## config.mk

```make
export PLATFORM = sky130hd
export DESIGN_NAME = tag_length_value_stream_parser_top
export DESIGN_NICKNAME = d
export VERILOG_FILES = /design/src/rtl/tlvp_pkg.sv /design/src/rtl/tlvp_decode.sv /design/src/rtl/tag_length_value_stream_parser_top.sv
export SDC_FILE = /design/constraint.sdc
export NUM_CORES = 1
export LEC_CHECK = 0
export BUFFER_PORTS_ARGS = -buffer_cell sky130_fd_sc_hd__buf_4
export CAP_MARGIN = 20
export CORE_ASPECT_RATIO = 0.5
export CORE_MARGIN = 8
export CORE_UTILIZATION = 53
export DETAILED_ROUTE_END_ITERATION = 6
export HOLD_SLACK_MARGIN = 0.05
export PLACE_DENSITY = 0.75
export SYNTH_ARGS = -nofsm -noshare
export SYNTH_HDL_FRONTEND = slang
export SYNTH_SLANG_ARGS = --single-unit
```

## constraint.sdc

```tcl
create_clock -name clk -period 2.5 [get_ports clk]
set_input_delay 0.625 -clock clk [delete_from_list [all_inputs] [get_ports clk]]
set_output_delay 0.625 -clock clk [all_outputs]
set_load 0.02 [all_outputs]
```

## src/rtl/tlvp_pkg.sv

```systemverilog
// Shared types, result codes and the tag length table for the TLV stream parser.
// No dependencies; imported by the decoder, the top level, the port checker and the testbench files.
package tlvp_pkg;

	localparam int unsigned FW_NAME_BYTES  = 16;
	localparam int unsigned FW_BLOCK_BYTES = 128;
	localparam int unsigned PAGE_NUM_BYTES = 2;
	localparam int unsigned CRC_BYTES      = 2;

	localparam logic [7:0] TAG_COUNT = 8'd27;

	localparam logic [15:0] LEN_NAME  = 16'(1 + FW_NAME_BYTES);
	localparam logic [15:0] LEN_CRC   = 16'(1 + FW_NAME_BYTES + PAGE_NUM_BYTES + CRC_BYTES);
	localparam logic [15:0] LEN_PAGE  = 16'(1 + FW_NAME_BYTES + PAGE_NUM_BYTES);
	localparam logic [15:0] LEN_BLOCK = 16'(1 + FW_NAME_BYTES + PAGE_NUM_BYTES + FW_BLOCK_BYTES);

	typedef enum logic [1:0] {
		KIND_FRAME   = 2'd0,
		KIND_PAYLOAD = 2'd1,
		KIND_EMPTY   = 2'd2,
		KIND_UNKNOWN = 2'd3
	} kind_t;

	typedef enum logic [1:0] {
		ST_OPEN  = 2'd0,
		ST_CLEAN = 2'd1,
		ST_TRUNC = 2'd2,
		ST_ERROR = 2'd3
	} status_t;

	typedef enum logic [4:0] {
		PH_TAG     = 5'b00001,
		PH_LEN_HI  = 5'b00010,
		PH_LEN_LO  = 5'b00100,
		PH_PAYLOAD = 5'b01000,
		PH_SKIP    = 5'b10000
	} phase_t;

	typedef struct packed {
		phase_t      phase;
		logic [4:0]  cur_tag;
		logic [15:0] remaining;
		logic [7:0]  len_hi;
	} parse_state_t;

	typedef struct packed {
		kind_t      kind;
		logic [7:0] tag_code;
		logic [7:0] payload_byte;
		logic       tag_end;
		status_t    status;
	} parse_result_t;

	localparam parse_state_t STATE_RESET = '{
		phase:     PH_TAG,
		cur_tag:   5'd0,
		remaining: 16'd0,
		len_hi:    8'd0
	};

	// Total tag length including the tag byte; zero means a 16-bit length follows.
	function automatic logic [15:0] tag_len(input logic [4:0] tag);
		logic [15:0] len;
		case (tag) inside
			5'd0, 5'd1, 5'd2:                   len = 16'd6;
			5'd3, 5'd4, 5'd5:                   len = 16'd3;
			5'd6, 5'd11:                        len = 16'd7;
			5'd7, 5'd20:                        len = 16'd2;
			5'd8, 5'd19, 5'd24, 5'd25, 5'd26:   len = 16'd3;
			5'd9, 5'd12:                        len = 16'd1;
			5'd13:                              len = LEN_NAME;
			5'd14:                              len = LEN_CRC;
			5'd15:                              len = LEN_PAGE;
			5'd16:                              len = LEN_BLOCK;
			5'd17:                              len = 16'd5;
			default:                            len = 16'd0;
		endcase
		return len;
	endfunction

endpackage

```

## src/rtl/tlvp_decode.sv

```systemverilog
// Per-byte decision logic of the TLV parser: next state and result for one word.
// Depends on tlvp_pkg for the state and result structs and the length table.
module tlvp_decode import tlvp_pkg::*; (
	input  logic [7:0]    data_byte,
	input  logic          region_last,
	input  parse_state_t  cur,
	output parse_state_t  nxt,
	output parse_result_t res
);

	logic        in_tag;
	logic        err;
	logic [15:0] tlen;
	logic [15:0] var_len;

	assign tlen    = tag_len(data_byte[4:0]);
	assign var_len = {cur.len_hi, data_byte};

	always_comb begin
		nxt              = cur;
		res.kind         = KIND_FRAME;
		res.tag_code     = {3'b000, cur.cur_tag};
		res.payload_byte = 8'd0;
		res.tag_end      = 1'b0;
		res.status       = ST_OPEN;
		in_tag           = 1'b1;
		err              = 1'b0;

		unique case (cur.phase)
			PH_LEN_HI: begin
				nxt.len_hi = data_byte;
				nxt.phase  = PH_LEN_LO;
			end
			PH_LEN_LO: begin
				if (var_len == 16'd0) begin
					res.kind    = KIND_EMPTY;
					res.tag_end = 1'b1;
					in_tag      = 1'b0;
					nxt.phase   = PH_TAG;
				end else begin
					nxt.remaining = var_len;
					nxt.phase     = PH_PAYLOAD;
				end
			end
			PH_PAYLOAD: begin
				res.kind         = KIND_PAYLOAD;
				res.payload_byte = data_byte;
				nxt.remaining    = cur.remaining - 16'd1;
				if (cur.remaining == 16'd1) begin
					res.tag_end = 1'b1;
					in_tag      = 1'b0;
					nxt.phase   = PH_TAG;
				end
			end
			PH_SKIP: begin
				res.tag_code = 8'd0;
				err          = 1'b1;
			end
			default: begin
				// tag byte, also taken for any stray phase code
				if (data_byte >= TAG_COUNT) begin
					res.kind     = KIND_UNKNOWN;
					res.tag_code = data_byte;
					err          = 1'b1;
					nxt.phase    = PH_SKIP;
				end else begin
					nxt.cur_tag  = data_byte[4:0];
					res.tag_code = data_byte;
					if (tlen == 16'd0) begin
						nxt.phase = PH_LEN_HI;
					end else if (tlen == 16'd1) begin
						res.kind    = KIND_EMPTY;
						res.tag_end = 1'b1;
						in_tag      = 1'b0;
						nxt.phase   = PH_TAG;
					end else begin
						nxt.remaining = tlen - 16'd1;
						nxt.phase     = PH_PAYLOAD;
					end
				end
			end
		endcase

		// end of packet: report how it ended and start over
		if (region_last) begin
			if (err)
				res.status = ST_ERROR;
			else if (in_tag)
				res.status = ST_TRUNC;
			else
				res.status = ST_CLEAN;
			nxt = STATE_RESET;
		end
	end

endmodule

```

## src/rtl/tag_length_value_stream_parser_top.sv

```systemverilog
// Output: the result word of an accepted input word is registered and shows on the master side in the next cycle.
// Throughput: one word per cycle while m_tready is high; the parse state and the result register both update
// on every accepted word, and s_tready stays high while the result register drains.
// Reset: arst_n clears the parse state to "expect tag byte" and empties the result
// register; the first word after reset starts a new packet.
module tag_length_value_stream_parser_top import tlvp_pkg::*; (
	input  logic        clk,
	input  logic        arst_n,
	input  logic        s_tvalid,
	output logic        s_tready,
	input  logic [7:0]  s_tdata,   // [7:0] data_byte
	input  logic        s_tlast,   // region_last
	output logic        m_tvalid,
	input  logic        m_tready,
	output logic [15:0] m_tdata,   // [7:0] tag_code, [15:8] payload_byte
	output logic        m_tlast,   // tag_end
	output logic [3:0]  m_tuser    // [1:0] kind, [3:2] packet_status
);

	parse_state_t  state_q;
	parse_state_t  state_nxt;
	parse_result_t res_nxt;
	parse_result_t res_s1;
	logic          valid_s1;
	logic          accept;

	assign s_tready = !valid_s1 || m_tready;
	assign accept   = s_tvalid && s_tready;

	tlvp_decode u_decode (
		.data_byte   (s_tdata),
		.region_last (s_tlast),
		.cur         (state_q),
		.nxt         (state_nxt),
		.res         (res_nxt)
	);

	always_ff @(posedge clk or negedge arst_n) begin
		if (!arst_n) begin
			state_q  <= STATE_RESET;
			valid_s1 <= 1'b0;
		end else begin
			if (accept)
				state_q <= state_nxt;
			if (s_tready)
				valid_s1 <= s_tvalid;
		end
	end

	always_ff @(posedge clk) begin
		if (accept)
			res_s1 <= res_nxt;
	end

	assign m_tvalid = valid_s1;
	assign m_tdata  = {res_s1.payload_byte, res_s1.tag_code};
	assign m_tlast  = res_s1.tag_end;
	assign m_tuser  = {res_s1.status, res_s1.kind};

endmodule

```

### Yosys cells after proc, flatten, opt, wreduce, memory -nomap -nowiden

Cells that the tools add are included.

* word-level logic and storage cells: 116
* output and inout bits: 23
* register bits after elaboration: 56

* add/sub/neg operators: 2
* equal/unequal tests: 36
* multiplexer cells: 47
* magnitude comparators: 1
* reduce and logical (&&, ||, !) cells: 20

Operators by type and width (number)
* two-way mux 16 bit: 13
* one-hot mux 16 bit (3 select lines): 1
* == test 5 x 4 -> 1 bit (second input constant): 8
* == test 5 bit (second input constant): 8
* two-way mux 34 bit: 1
* == test 16 x 1 -> 1 bit (second input constant): 2
* zero test 16 bit: 2
* subtractor 16 x 1 -> 16 bit (second input constant): 2
* == test 5 x 3 -> 1 bit (second input constant): 5
* two-way mux 21 bit: 1
* one-hot mux 5 bit (4 select lines): 1
* one-hot mux 8 bit (2 select lines): 1
* == test 5 x 2 -> 1 bit (second input constant): 3
* two-way mux 5 bit: 3
* two-way mux 4 bit: 3
* != test 4 bit (second input constant): 3
* two-way mux 1 bit: 11
* two-way mux 10 bit: 1
* two-way mux 2 bit: 5
* OR reduction 3 bit: 3
* greater-or-equal comparator 8 x 5 -> 1 bit (second input constant): 1
* two-way mux 8 bit: 1
* OR reduction 2 bit: 4
* one-hot mux 1 bit (3 select lines): 2
* other kinds (18): 21

### Depth between registers and ports, before layout

Gate-level depths: netlist of run 1.

* depth after elaboration: 19
* gate-level depth with buffers: 13
* gate-level depth less buffers: 12

### Hierarchy

From an unflattened synthesis of run 1, not the netlist that was laid out.

* cell total of the unflattened synthesis: 398
* area total of the unflattened synthesis: 3926.3 um^2

By module, submodules not included
* tag_length_value_stream_parser_top: cells an instance 97, times used 1, area each 2068.2 um^2, sequential area each 1507.7 um^2
* tlvp_decode: cells an instance 301, times used 1, area each 1858.0 um^2, sequential area each 0.0 um^2

### Worst setup path before layout of run 1

No wires, ideal clock.

* path kind: input -> register
* start: input s_tdata[3]
* end: register state_q[21] (netlist name)
* arrival: 2.843 ns
* setup time: 0.126 ns
* setup slack: -0.469 ns
* stages on the path: 12
* buffers on the path: 2
* cells stage by stage: buf_2 clkbuf_1 o21ai_0 a31oi_1 nor2_1 nor3_1 ha_1 nor2_1 o31ai_1 o21a_1 nor2_1 a221o_1

* cells in the longest elaborated chain, start to end: 18
* elaborated cells on any way between the ends: 54
* classes of those cells: 1 x add/sub; 1 x order compare; 26 x eq/ne; 16 x mux; 10 x reduce/logical

Ends and longest elaborated chain
* start, declared: RTL line tag_length_value_stream_parser_top.sv:11 `input logic [7:0] s_tdata,`
* == test 5 bit: RTL line tlvp_decode.sv:16 `assign tlen = tag_len(data_byte[4:0]);`
* two-way mux 3 bit: RTL line tlvp_pkg.sv:64 `case (tag) inside`
* two-way mux 16 bit (10 in series): RTL line tlvp_pkg.sv:64
* subtractor 16 x 1 -> 16 bit: RTL line tlvp_decode.sv:77 `nxt.remaining = tlen - 16'd1;`
* two-way mux 16 bit: RTL line tlvp_decode.sv:71 `end else if (tlen == 16'd1) begin`
* two-way mux 16 bit: RTL line tlvp_decode.sv:69 `if (tlen == 16'd0) begin`
* two-way mux 21 bit: RTL line tlvp_decode.sv:61 `if (data_byte >= TAG_COUNT) begin`
* one-hot mux 16 bit (3 select lines): RTL line tlvp_decode.sv:29 `unique case (cur.phase)`
* two-way mux 34 bit: RTL line tlvp_decode.sv:85 `if (region_last) begin`
* end signal, assigned: RTL line tag_length_value_stream_parser_top.sv:44 `state_q <= state_nxt;`
* end, declared: RTL line tag_length_value_stream_parser_top.sv:20 `parse_state_t state_q;`

Parallel ways exist; a longest one is shown, timed or not. The select of a mux whose other input is x is not followed.
A chain may end at the register's enable or synchronous reset.

### Worst setup path after layout of run 1

Same ends and word-level chain as after synthesis.

==> run metrics, run 1 <==
status complete, no violations; Achievable Freq roughly 0.4 GHz; Final Hold Viols 0; synthesized flop and latch total 56; starting density of the core 55.20%; total grt overflow 0; Antenna diodes 0; crit path time final roughly 2.4 ns; worst vdd ir 0.0003418 V; RePlAce Congestion around 0.96; Initial DRC Count between 400 and 500; most frequent cells after synthesis 35 x nand2_1, 34 x dfrtp_1, 28 x nor2_1; Post-synth top flop dfrtp_1; CORE AREA between 6000 and 7000 sq um; max-slew violation count 0; worst slack, placed -0.3264 ns; nets around 460; FP Rows 20; initial antenna violation count 0; Mapped Cells 360; Via density ~6; Die X-Extent 129.0 um; Routed Antenna Nets 0; Yosys warnings 0; Seq/Total Area, Yosys between 40% and 50%; CP startpoint s_tdata[3]; Post-synth EDFFs 21; DRT Pass-1 Iters 5; area of the mapped netlist about 3400 sq um; count of cell types in the netlist 63; DR vias about 3300; multi-input logic area between 1500 and 2000 sq um; TNS Setup 0 ns; HPWL Detailed 7920 um; CTS tree done; syn_area_per_cell ~9.4 sq um; Reg clk slew, reported paths roughly 0.06 ns; PwrDens just under 600 nW/um^2; Sink Count 56; CP required between 2 and 3 ns; Hold Crit Class in -> async; largest net degree at the start of global routing 36; Final Skew 0.01384 ns; Root Buffer clkbuf_16; Die ar. just over 9000 sq um; CP Capture Type register; Worst Tran Pin Value a little under 0.6 ns; vias in the first global route 3027; FFs w/ async S/R, synth a little over three fifths; top post-synthesis cells by area dfrtp_1 25%, edfxtp_1 19%, a22o_1 3.9%, nand2_1 3.9%, o21ai_0 3.7%; Post-route DRC 0; crit path launch type primary input; Final Cycle Share a little over nine tenths; top cell type by total area after synthesis dfrtp_1; io pins 36; setup ws final around 0.053 ns; clock buffer depth 2; Worst-Skew Late Latency 0.30 ns; Syn Nets ~380; Port Buf Inserts 35; area grow syn2layout 31.05%; total power between 2 and 3 mW; reg-to-reg startpoint state_q[5]$_DFFE_PN0P_; final WL 10440 um; first-pass GRT wire length 16460 um; number of max-cap violations 0; # setup viols final 0; Worst EP arrival 2.62 ns; crit-path max FO 9; routed len/inst 19.62 um; proportion of netlist area held by the largest area contributor 25.14%; Leak 1.980 nW; FF/Latch Area approximately 1500 sq um; All-Layer GR Usage 22.62%; layout cells sized above 1 about 30%; Post-CTS Hold Buffers 0; CP delay by family, top compound AO/OA/AOI/OAI gates; Slowest cell on crit path a211o_1; most common cell in the synthesized netlist nand2_1; Slew HR around 60%; Crit path top cell by count nor2_4; crit-path cells buf_4, xor2_1, o21ai_1, a211o_1, inv_2, ha_4, nor2_4, o31ai_4, o21a_1, nor2_4, a221o_1; Die Ht about 73 um; total CTS buffers 5; worst setup path category in -> reg; final core utilization between 70% and 80%; Bufs and invs on worst path 2; slowest stage delay, CP approximately 0.35 ns; filler cell count roughly 490; H-tree depth 2
==> final timing paths <==
check                                     endpoint  slack (ns)  cells after the start
max reg2reg                state_q[16]$_DFFE_PN0P_        0.12                      6
max                        state_q[21]$_DFFE_PN0P_        0.05                     11
min in group clk           state_q[28]$_DFFE_PN0P_        0.50                      1
max in group asynchronous  state_q[29]$_DFFE_PN1P_        1.88                      1
min reg2reg                state_q[28]$_DFFE_PN0P_        0.50                      1
min                         state_q[8]$_DFFE_PN0P_        0.28                      1
==> stage by stage <==
step                      std cells  instance area [sq um]  hold WS [ns]
after floorplan                 360                   3507        0.3294
after global placement          521                   4189        0.4830
after detailed placement        521                   4189        0.4815
after CTS                       529                   4369        0.2873
after global routing            532                   4436        0.3189
final                           532                   4436        0.2774
==> registers in the layout, summed over array words and instances, names as in the netlist <==
signal    cells
state_q      34
m_tdata      16
m_tuser       4
m_tlast       1
m_tvalid      1
==> layout by cell type (no fill, tap or decap), types with 6 or more instances in the layout <==
cell type  synthesis  routed
a21oi_1           13      13
a22o_1            15      15
a31oi_1            7       7
and3_1            13      13
buf_4              0      92
dfrtp_1           34      34
edfxtp_1          21      21
inv_1             17      16
nand2_1           35      34
nand3_1           14      14
nor2_1            28      24
o21ai_0           25      22
o22ai_1            9       8
xnor2_1            6       6
==> report_power, final <==
part / leakage [nW] / switching, mW / internal [mW]
sequential: 0.681 / 0.0413 / 1.02
clock: 0.0815 / 0.331 / 0.478
combinational: 1.22 / 0.412 / 0.307
total: 1.98 / 0.785 / 1.80
==> layout make-up <==
class                      instances  area share, %
clock buffer                       6          2.906
clock inverter                     2         0.8745
inverter                          17          1.439
multi-input combinational        267          41.44
sequential                        56          33.99
tap                               88          2.482
timing repair buffer              96          16.87
==> kinds of logic after synthesis <==
family	synth area share [%]
adder cells (fa/ha/maj)	2.218
multiplexers	0.3327
AND/OR/NAND/NOR	20.22
XOR/XNOR	2.329
AO/OA/AOI/OAI	25.84
flip-flops	44.55
buffers and inverters	4.510
==> timing repair <==
item | 4_1_cts | 5_1_grt
setup endpoints to repair | 8 | 16
gates cloned | 0 | 0
gates resized for setup | 3 | 12
endpoints found under the hold margin | 0 | 0
pin swaps | 8 | 8
setup buffers | 0 | 3
==> per-layer routing <==
layer	GRT usage, %	routed length, um
met1	32.11	4775
met2	32.78	4493
met3	6.725	1054
met4	5.290	114
met5	0	0
No activity file was read; power rests on OpenSTA's default activity.
==> run 2: changes to the inputs <==
CELL_PAD_IN_SITES_DETAIL_PLACEMENT = 0   (was not set)
CELL_PAD_IN_SITES_GLOBAL_PLACEMENT = 2   (was not set)
CORE_UTILIZATION = 33   (was 53)
PLACE_DENSITY = 0.74   (was 0.75)
==> run 2 against run 1 <==
Total power decreased by 0.87%; largest power group unchanged; highest routed layer unchanged; die area increased by 49%; non-clock buffer count increased by 18; sequential share of layout area decreased by 1.8 points; wire length increased by 9.3%.
==> run metrics, run 2 (same netlist as run 1, synthesis figures left out) <==
status complete, no violations (unchanged); Post-route DRC 0 (unchanged); Int Pwr 1.737 mW (was 1.801 mW); Port Buf Inserts 35 (unchanged); NetSw 826.5 uW (was 784.5 uW); crit-path max FO 6 (was 9); Via density 5.452 (was 6.173); All-Layer GR Usage 15.92% (was 22.62%); Slew HR 57.70% (was 60.17%); largest net degree at the start of global routing 36 (unchanged); number of max-cap violations 0 (unchanged); filler cell count 972 (was 486); Slowest cell on crit path a211o_1 (unchanged); total CTS buffers 5 (unchanged); DR vias 3282 (was 3284); crit path launch type primary input (unchanged); Combinational Power Share 29.8% (was 27.8%); io pins 36 (unchanged); starting density of the core 33.56% (was 55.20%); FF/Latch Area 1508 sq um (unchanged); Routed Antenna Nets 0 (unchanged); H-tree depth 2 (unchanged); placed cell areas 4329 sq um (was 4189 sq um); crit path time final 2.459 ns (was 2.447 ns); max-slew violation count 0 (unchanged); worst vdd ir 0.0002255 V (was 0.0003418 V); Flop pwr share 41.2% (was 40.9%); Initial DRC Count 193 (was 418); worst setup path category in -> reg (unchanged); nets 480 (was 462); CP delay by family, top compound AO/OA/AOI/OAI gates (unchanged); Largest Register state_q (unchanged); RSZ-0062 raised after global routing yes; Die Ht 87.61 um (was 72.51 um); Net Sw Frac 32.25% (was 30.34%); initial antenna violation count 0 (unchanged); CORE AREA 10080 sq um (was 6131 sq um); FP Rows 26 (was 20); design area 4679 sq um (was 4436 sq um); crit-path cells buf_6, buf_8, xor2_1, o21ai_1, a211o_1, ha_4, nor2_4, o31ai_4, a21oi_2, o21ai_4, buf_12, a221o_1 (was buf_4, xor2_1, o21ai_1, a211o_1, inv_2, ha_4, nor2_4, o31ai_4, o21a_1, nor2_4, a221o_1); most frequent cells in the layout 104 x buf_4, 34 x nand2_1, 34 x dfrtp_1 (was 92 x buf_4, 34 x nand2_1, 34 x dfrtp_1); total grt overflow 0 (unchanged); RePlAce Congestion 0.8622 (was 0.9582); Leak 2.078 nW (was 1.980 nW); routed len/inst 18.95 um (was 19.62 um); total power 2.563 mW (was 2.586 mW); Root Buffer clkbuf_16 (unchanged); CP Capture Type register (unchanged); HPWL Detailed 8589 um (was 7920 um); vias in the first global route 3180 (was 3027); slowest stage delay, CP 0.35 ns (about the same); final WL 11410 um (was 10440 um); Achievable Freq 0.4067 GHz (was 0.4086 GHz); Bufs and invs on worst path 3 (was 2); DRT Pass-1 Iters 5 (unchanged); # setup viols final 0 (unchanged); Final Cycle Share 98.36% (was 97.89%); CP required 2.69 ns (was 2.67 ns); Final Skew 0.01437 ns (was 0.01384 ns); clock buffer depth 2 (unchanged); Worst Tran Pin Value 0.6310 ns (was 0.5942 ns); Die X-Extent 159.2 um (was 129.0 um); PwrDens 547.8 nW/um^2 (was 583.0 nW/um^2); Worst EP arrival 2.65 ns (was 2.62 ns); Die ar. 13950 sq um (was 9354 sq um); area grow syn2layout 38.26% (was 31.05%); multi-input logic area 1864 sq um (was 1838 sq um); Hold Crit Class in -> async (unchanged); Antenna diodes 0 (unchanged); Worst-Skew Late Latency 0.31 ns (was 0.30 ns); Final Hold Viols 0 (unchanged); Reg clk slew, reported paths 0.08 ns (was 0.06 ns); first-pass GRT wire length 17400 um (was 16460 um); commonest non-fill, non-tap cell in the layout buf_4 (unchanged); max reg flops 34 (unchanged); Sink Count 56 (unchanged); layout cells sized above 1 34.63% (was 30.86%); clock power share 29.0% (was 31.3%); CTS tree done (unchanged)
[run 2: what timing repair did]
action,CTS,global route
resized for setup,0,26
hold buffers,0,0
cloned,0,1
endpoints found under the setup margin,2,14
pin swaps,4,10
buffers inserted,1,12
[run 2: path summary, 6_finish.rpt]
kind / depth (start not counted) / slack, ns / endpoint / startpoint
max in group asynchronous: 1 / 1.87 / state_q[29]$_DFFE_PN1P_ / arst_n
worst min register to register: 1 / 0.51 / state_q[28]$_DFFE_PN0P_ / state_q[28]$_DFFE_PN0P_
worst max register to register: 8 / 0.08 / state_q[17]$_DFFE_PN0P_ / state_q[2]$_DFFE_PN0P_
worst max-delay path: 12 / 0.04 / state_q[13]$_DFFE_PN0P_ / s_tdata[0]
min in group clk: 1 / 0.51 / state_q[28]$_DFFE_PN0P_ / state_q[28]$_DFFE_PN0P_
worst min-delay path: 1 / 0.27 / state_q[10]$_DFFE_PN0P_ / arst_n
[run 2: final cells by class]
type | instances | area share [%]
multi-input cells | 267 | 39.84
flip-flops and latches | 56 | 32.22
repair buffers | 114 | 19.60
well taps | 140 | 3.743
clock buffers | 5 | 2.674
inverters | 17 | 1.364
clock inverters | 3 | 0.5615
[run 2: power groups by stage]
| stage | registers (mW) | clock network (mW) | logic [mW] |
|---|---|---|---|
| 2_1_floorplan | 1.10 | 0 | 0.406 |
| 3_3_place_gp | 1.07 | 0 | 0.714 |
| 3_5_place_dp | 1.07 | 0 | 0.716 |
| 4_1_cts | 1.06 | 0.757 | 0.719 |
| 5_1_grt | 1.06 | 0.784 | 0.832 |
| 6_report | 1.06 | 0.744 | 0.763 |
[run 2: layer usage]
metal / routed length, um / global-route usage (%) / up-vias
met2: 4874 / 24.27 / 110
li1: - / - / 1561
met3: 750 / 4.174 / 17
met4: 192 / 4.758 / 0
met1: 5591 / 21.87 / 1594
met5: 0 / 0 / -
[run 2: metrics by stage]
| stage | hold slack (ns) | setup TNS [ns] | std cells | setup slack (ns) | util (%) |
|---|---|---|---|---|---|
| 2_1_floorplan | 0.3294 | -0.7375 | 360 | -0.09127 | - |
| 3_3_place_gp | 0.4857 | -4.080 | 583 | -0.3185 | 42.93 |
| 3_5_place_dp | 0.4835 | -4.787 | 583 | -0.3567 | 42.93 |
| 4_1_cts | 0.2916 | -0.009793 | 591 | -0.007792 | 44.43 |
| 5_1_grt | 0.3021 | -0.4265 | 602 | -0.06320 | 46.40 |
| 6_report | 0.2691 | 0 | 602 | 0.04111 | 46.40 |
==> run 3: changes to the inputs <==
CORE_UTILIZATION = 27   (was 33)
PLACE_DENSITY = 0.63   (was 0.74)
==> run 3 against run 2 <==
Clock power increased by 13%; register-to-register slack improved by 0.05 ns; combinational power decreased by 3.7%; first-iteration DRC count increased by 27%; clock-buffer cell count increased by 1; via count decreased by 3.8%; die area increased by 19%; cell area decreased by 2.1%; sequential power about the same; core utilization decreased by 9.6 points; non-clock buffer count decreased by 11; critical endpoint unchanged.
==> run metrics, run 3 (same netlist as run 1, synthesis figures left out) <==
status complete, no violations (unchanged); setup slack, reg-to-reg 0.13 ns (was 0.08 ns); area grow syn2layout 35.34% (was 38.26%); Final Hold Viols 0 (unchanged); crit-path max FO 9 (was 6); # setup viols final 0 (unchanged); H-tree depth 2 (unchanged); Sink Count 56 (unchanged); total power 2.632 mW (was 2.563 mW); All-Layer GR Usage 13.77% (was 15.92%); clock buffer depth 2 (unchanged); final core utilization 36.81% (was 46.40%); commonest non-fill, non-tap cell in the layout buf_4 (unchanged); Largest Register state_q (unchanged); RePlAce Congestion 0.8485 (was 0.8622); CP delay by family, top compound AO/OA/AOI/OAI gates (unchanged); vias in the first global route 3022 (was 3180); Die ar. 16590 sq um (was 13950 sq um); CTS tree done (unchanged); Leak 2.006 nW (was 2.078 nW); placed cell areas 4324 sq um (was 4329 sq um); crit path time final 2.430 ns (was 2.459 ns); Post-route DRC 0 (unchanged); number of max-cap violations 0 (unchanged); initial antenna violation count 0 (unchanged); worst setup path category in -> reg (unchanged); reg-to-reg startpoint state_q[2]$_DFFE_PN0P_ (unchanged); design area 4581 sq um (was 4679 sq um); DR vias 3157 (was 3282); WHS 0.2731 ns (was 0.2691 ns); Reg clk slew, reported paths 0.07 ns (was 0.08 ns); Worst EP arrival 2.61 ns (was 2.65 ns); Die Ht 95.17 um (was 87.61 um); Die X-Extent 174.3 um (was 159.2 um); final WL 11570 um (was 11410 um); dpl cells 609 (was 583); crit-path cells buf_4, xor2_1, o21ai_1, a211o_1, ha_4, nor2_4, o31ai_4, a21oi_2, o21ai_4, buf_12, a221o_1 (was buf_6, buf_8, xor2_1, o21ai_1, a211o_1, ha_4, nor2_4, o31ai_4, a21oi_2, o21ai_4, buf_12, a221o_1); TNS Setup 0 ns (unchanged); crit path launch type primary input (unchanged); Port Buf Inserts 35 (unchanged); post-route non-filler standard cell count 621 (was 602); PwrDens 574.6 nW/um^2 (was 547.8 nW/um^2); FP Rows 29 (was 26); largest net degree at the start of global routing 36 (unchanged); CORE AREA 12450 sq um (was 10080 sq um); reg2reg end state_q[16]$_DFFE_PN0P_ (was state_q[17]$_DFFE_PN0P_); worst vdd ir 0.0002758 V (was 0.0002255 V); starting density of the core 27.19% (was 33.56%); Reg2Reg Depth 7 (was 8); Hold Crit Class in -> async (unchanged); CP Capture Type register (unchanged); slowest stage delay, CP 0.35 ns (about the same); Via density 5.084 (was 5.452); setup ws final 0.07002 ns (was 0.04111 ns); io pins 36 (unchanged); routed len/inst 18.63 um (was 18.95 um); Final Skew 0.003592 ns (was 0.01437 ns); Bufs and invs on worst path 2 (was 3); Root Buffer clkbuf_16 (unchanged); max reg flops 34 (unchanged); CP required 2.68 ns (was 2.69 ns); most frequent cells in the layout 101 x buf_4, 35 x nand2_1, 34 x dfrtp_1 (was 104 x buf_4, 34 x nand2_1, 34 x dfrtp_1); Antenna diodes 0 (unchanged); total grt overflow 0 (unchanged); max-slew violation count 0 (unchanged); first-pass GRT wire length 17820 um (was 17400 um); total CTS buffers 5 (unchanged); nets 469 (was 480); HPWL Detailed 9173 um (was 8589 um); Routed Antenna Nets 0 (unchanged); Worst Tran Pin Value 0.5764 ns (was 0.6310 ns); Final Cycle Share 97.20% (was 98.36%); Initial DRC Count 245 (was 193); Worst-Skew Late Latency 0.30 ns (was 0.31 ns); Achievable Freq 0.4115 GHz (was 0.4067 GHz); DRT Pass-1 Iters 5 (unchanged); layout cells sized above 1 31.71% (was 34.63%); Slowest cell on crit path a211o_1 (unchanged); Slew HR 61.36% (was 57.70%); worst slack, placed -0.3587 ns (was -0.3567 ns)
==> run 3: cell types whose count changed in the layout (fill, tap and decap cells not counted), moves of 2 or more <==
cell | before | now
buf_6 | 5 | 1
inv_6 | 2 | 0
o2bb2ai_2 | 4 | 1
buf_8 | 2 | 0
o2bb2ai_1 | 1 | 4
buf_4 | 104 | 101
==> run 3: what timing repair did <==
item | CTS | global route
setup endpoints to repair | 9 | 14
hold endpoints to repair | 0 | 0
pin swaps | 1 | 4
resized for setup | 0 | 8
hold buffers | 0 | 0
setup buffers | 1 | 3
==> run 3: how the worst max path moves through the flow <==
stage,start,depth (start not counted),to,slack (ns)
finish,s_tdata[3],11,state_q[13]$_DFFE_PN0P_,0.07
global route,s_tdata[3],11,state_q[13]$_DFFE_PN0P_,-0.003
CTS,s_tdata[0],13,state_q[20]$_DFFE_PN0P_,0.009
detailed placement,s_tdata[0],12,state_q[13]$_DFFE_PN0P_,-0.36
global placement,s_tdata[0],12,state_q[13]$_DFFE_PN0P_,-0.32
floorplan,s_tdata[1],10,state_q[13]$_DFFE_PN0P_,-0.09
==> run 3: cell type report <==
type	instances	area, sq um
inverters	17	63.81
clock buffers	6	138.9
multi-input cells	267	1829
fillers	1261	7865
repair buffers	103	789.5
clock inverters	2	38.79
well taps	170	212.7
flip-flops and latches	56	1508
==> run 3: routing by layer <==
layer	part of all wire [%]	global-route usage (%)
met3	4.2	2.372
met2	45	22.59
met1	50	18.73
met5	0	0
met4	1.2	3.463
==> run 3: report_power, final <==
part	switching, mW	internal [mW]	total, mW
clock network	0.336	0.503	0.839
registers	0.0409	1.02	1.06
logic	0.421	0.314	0.735
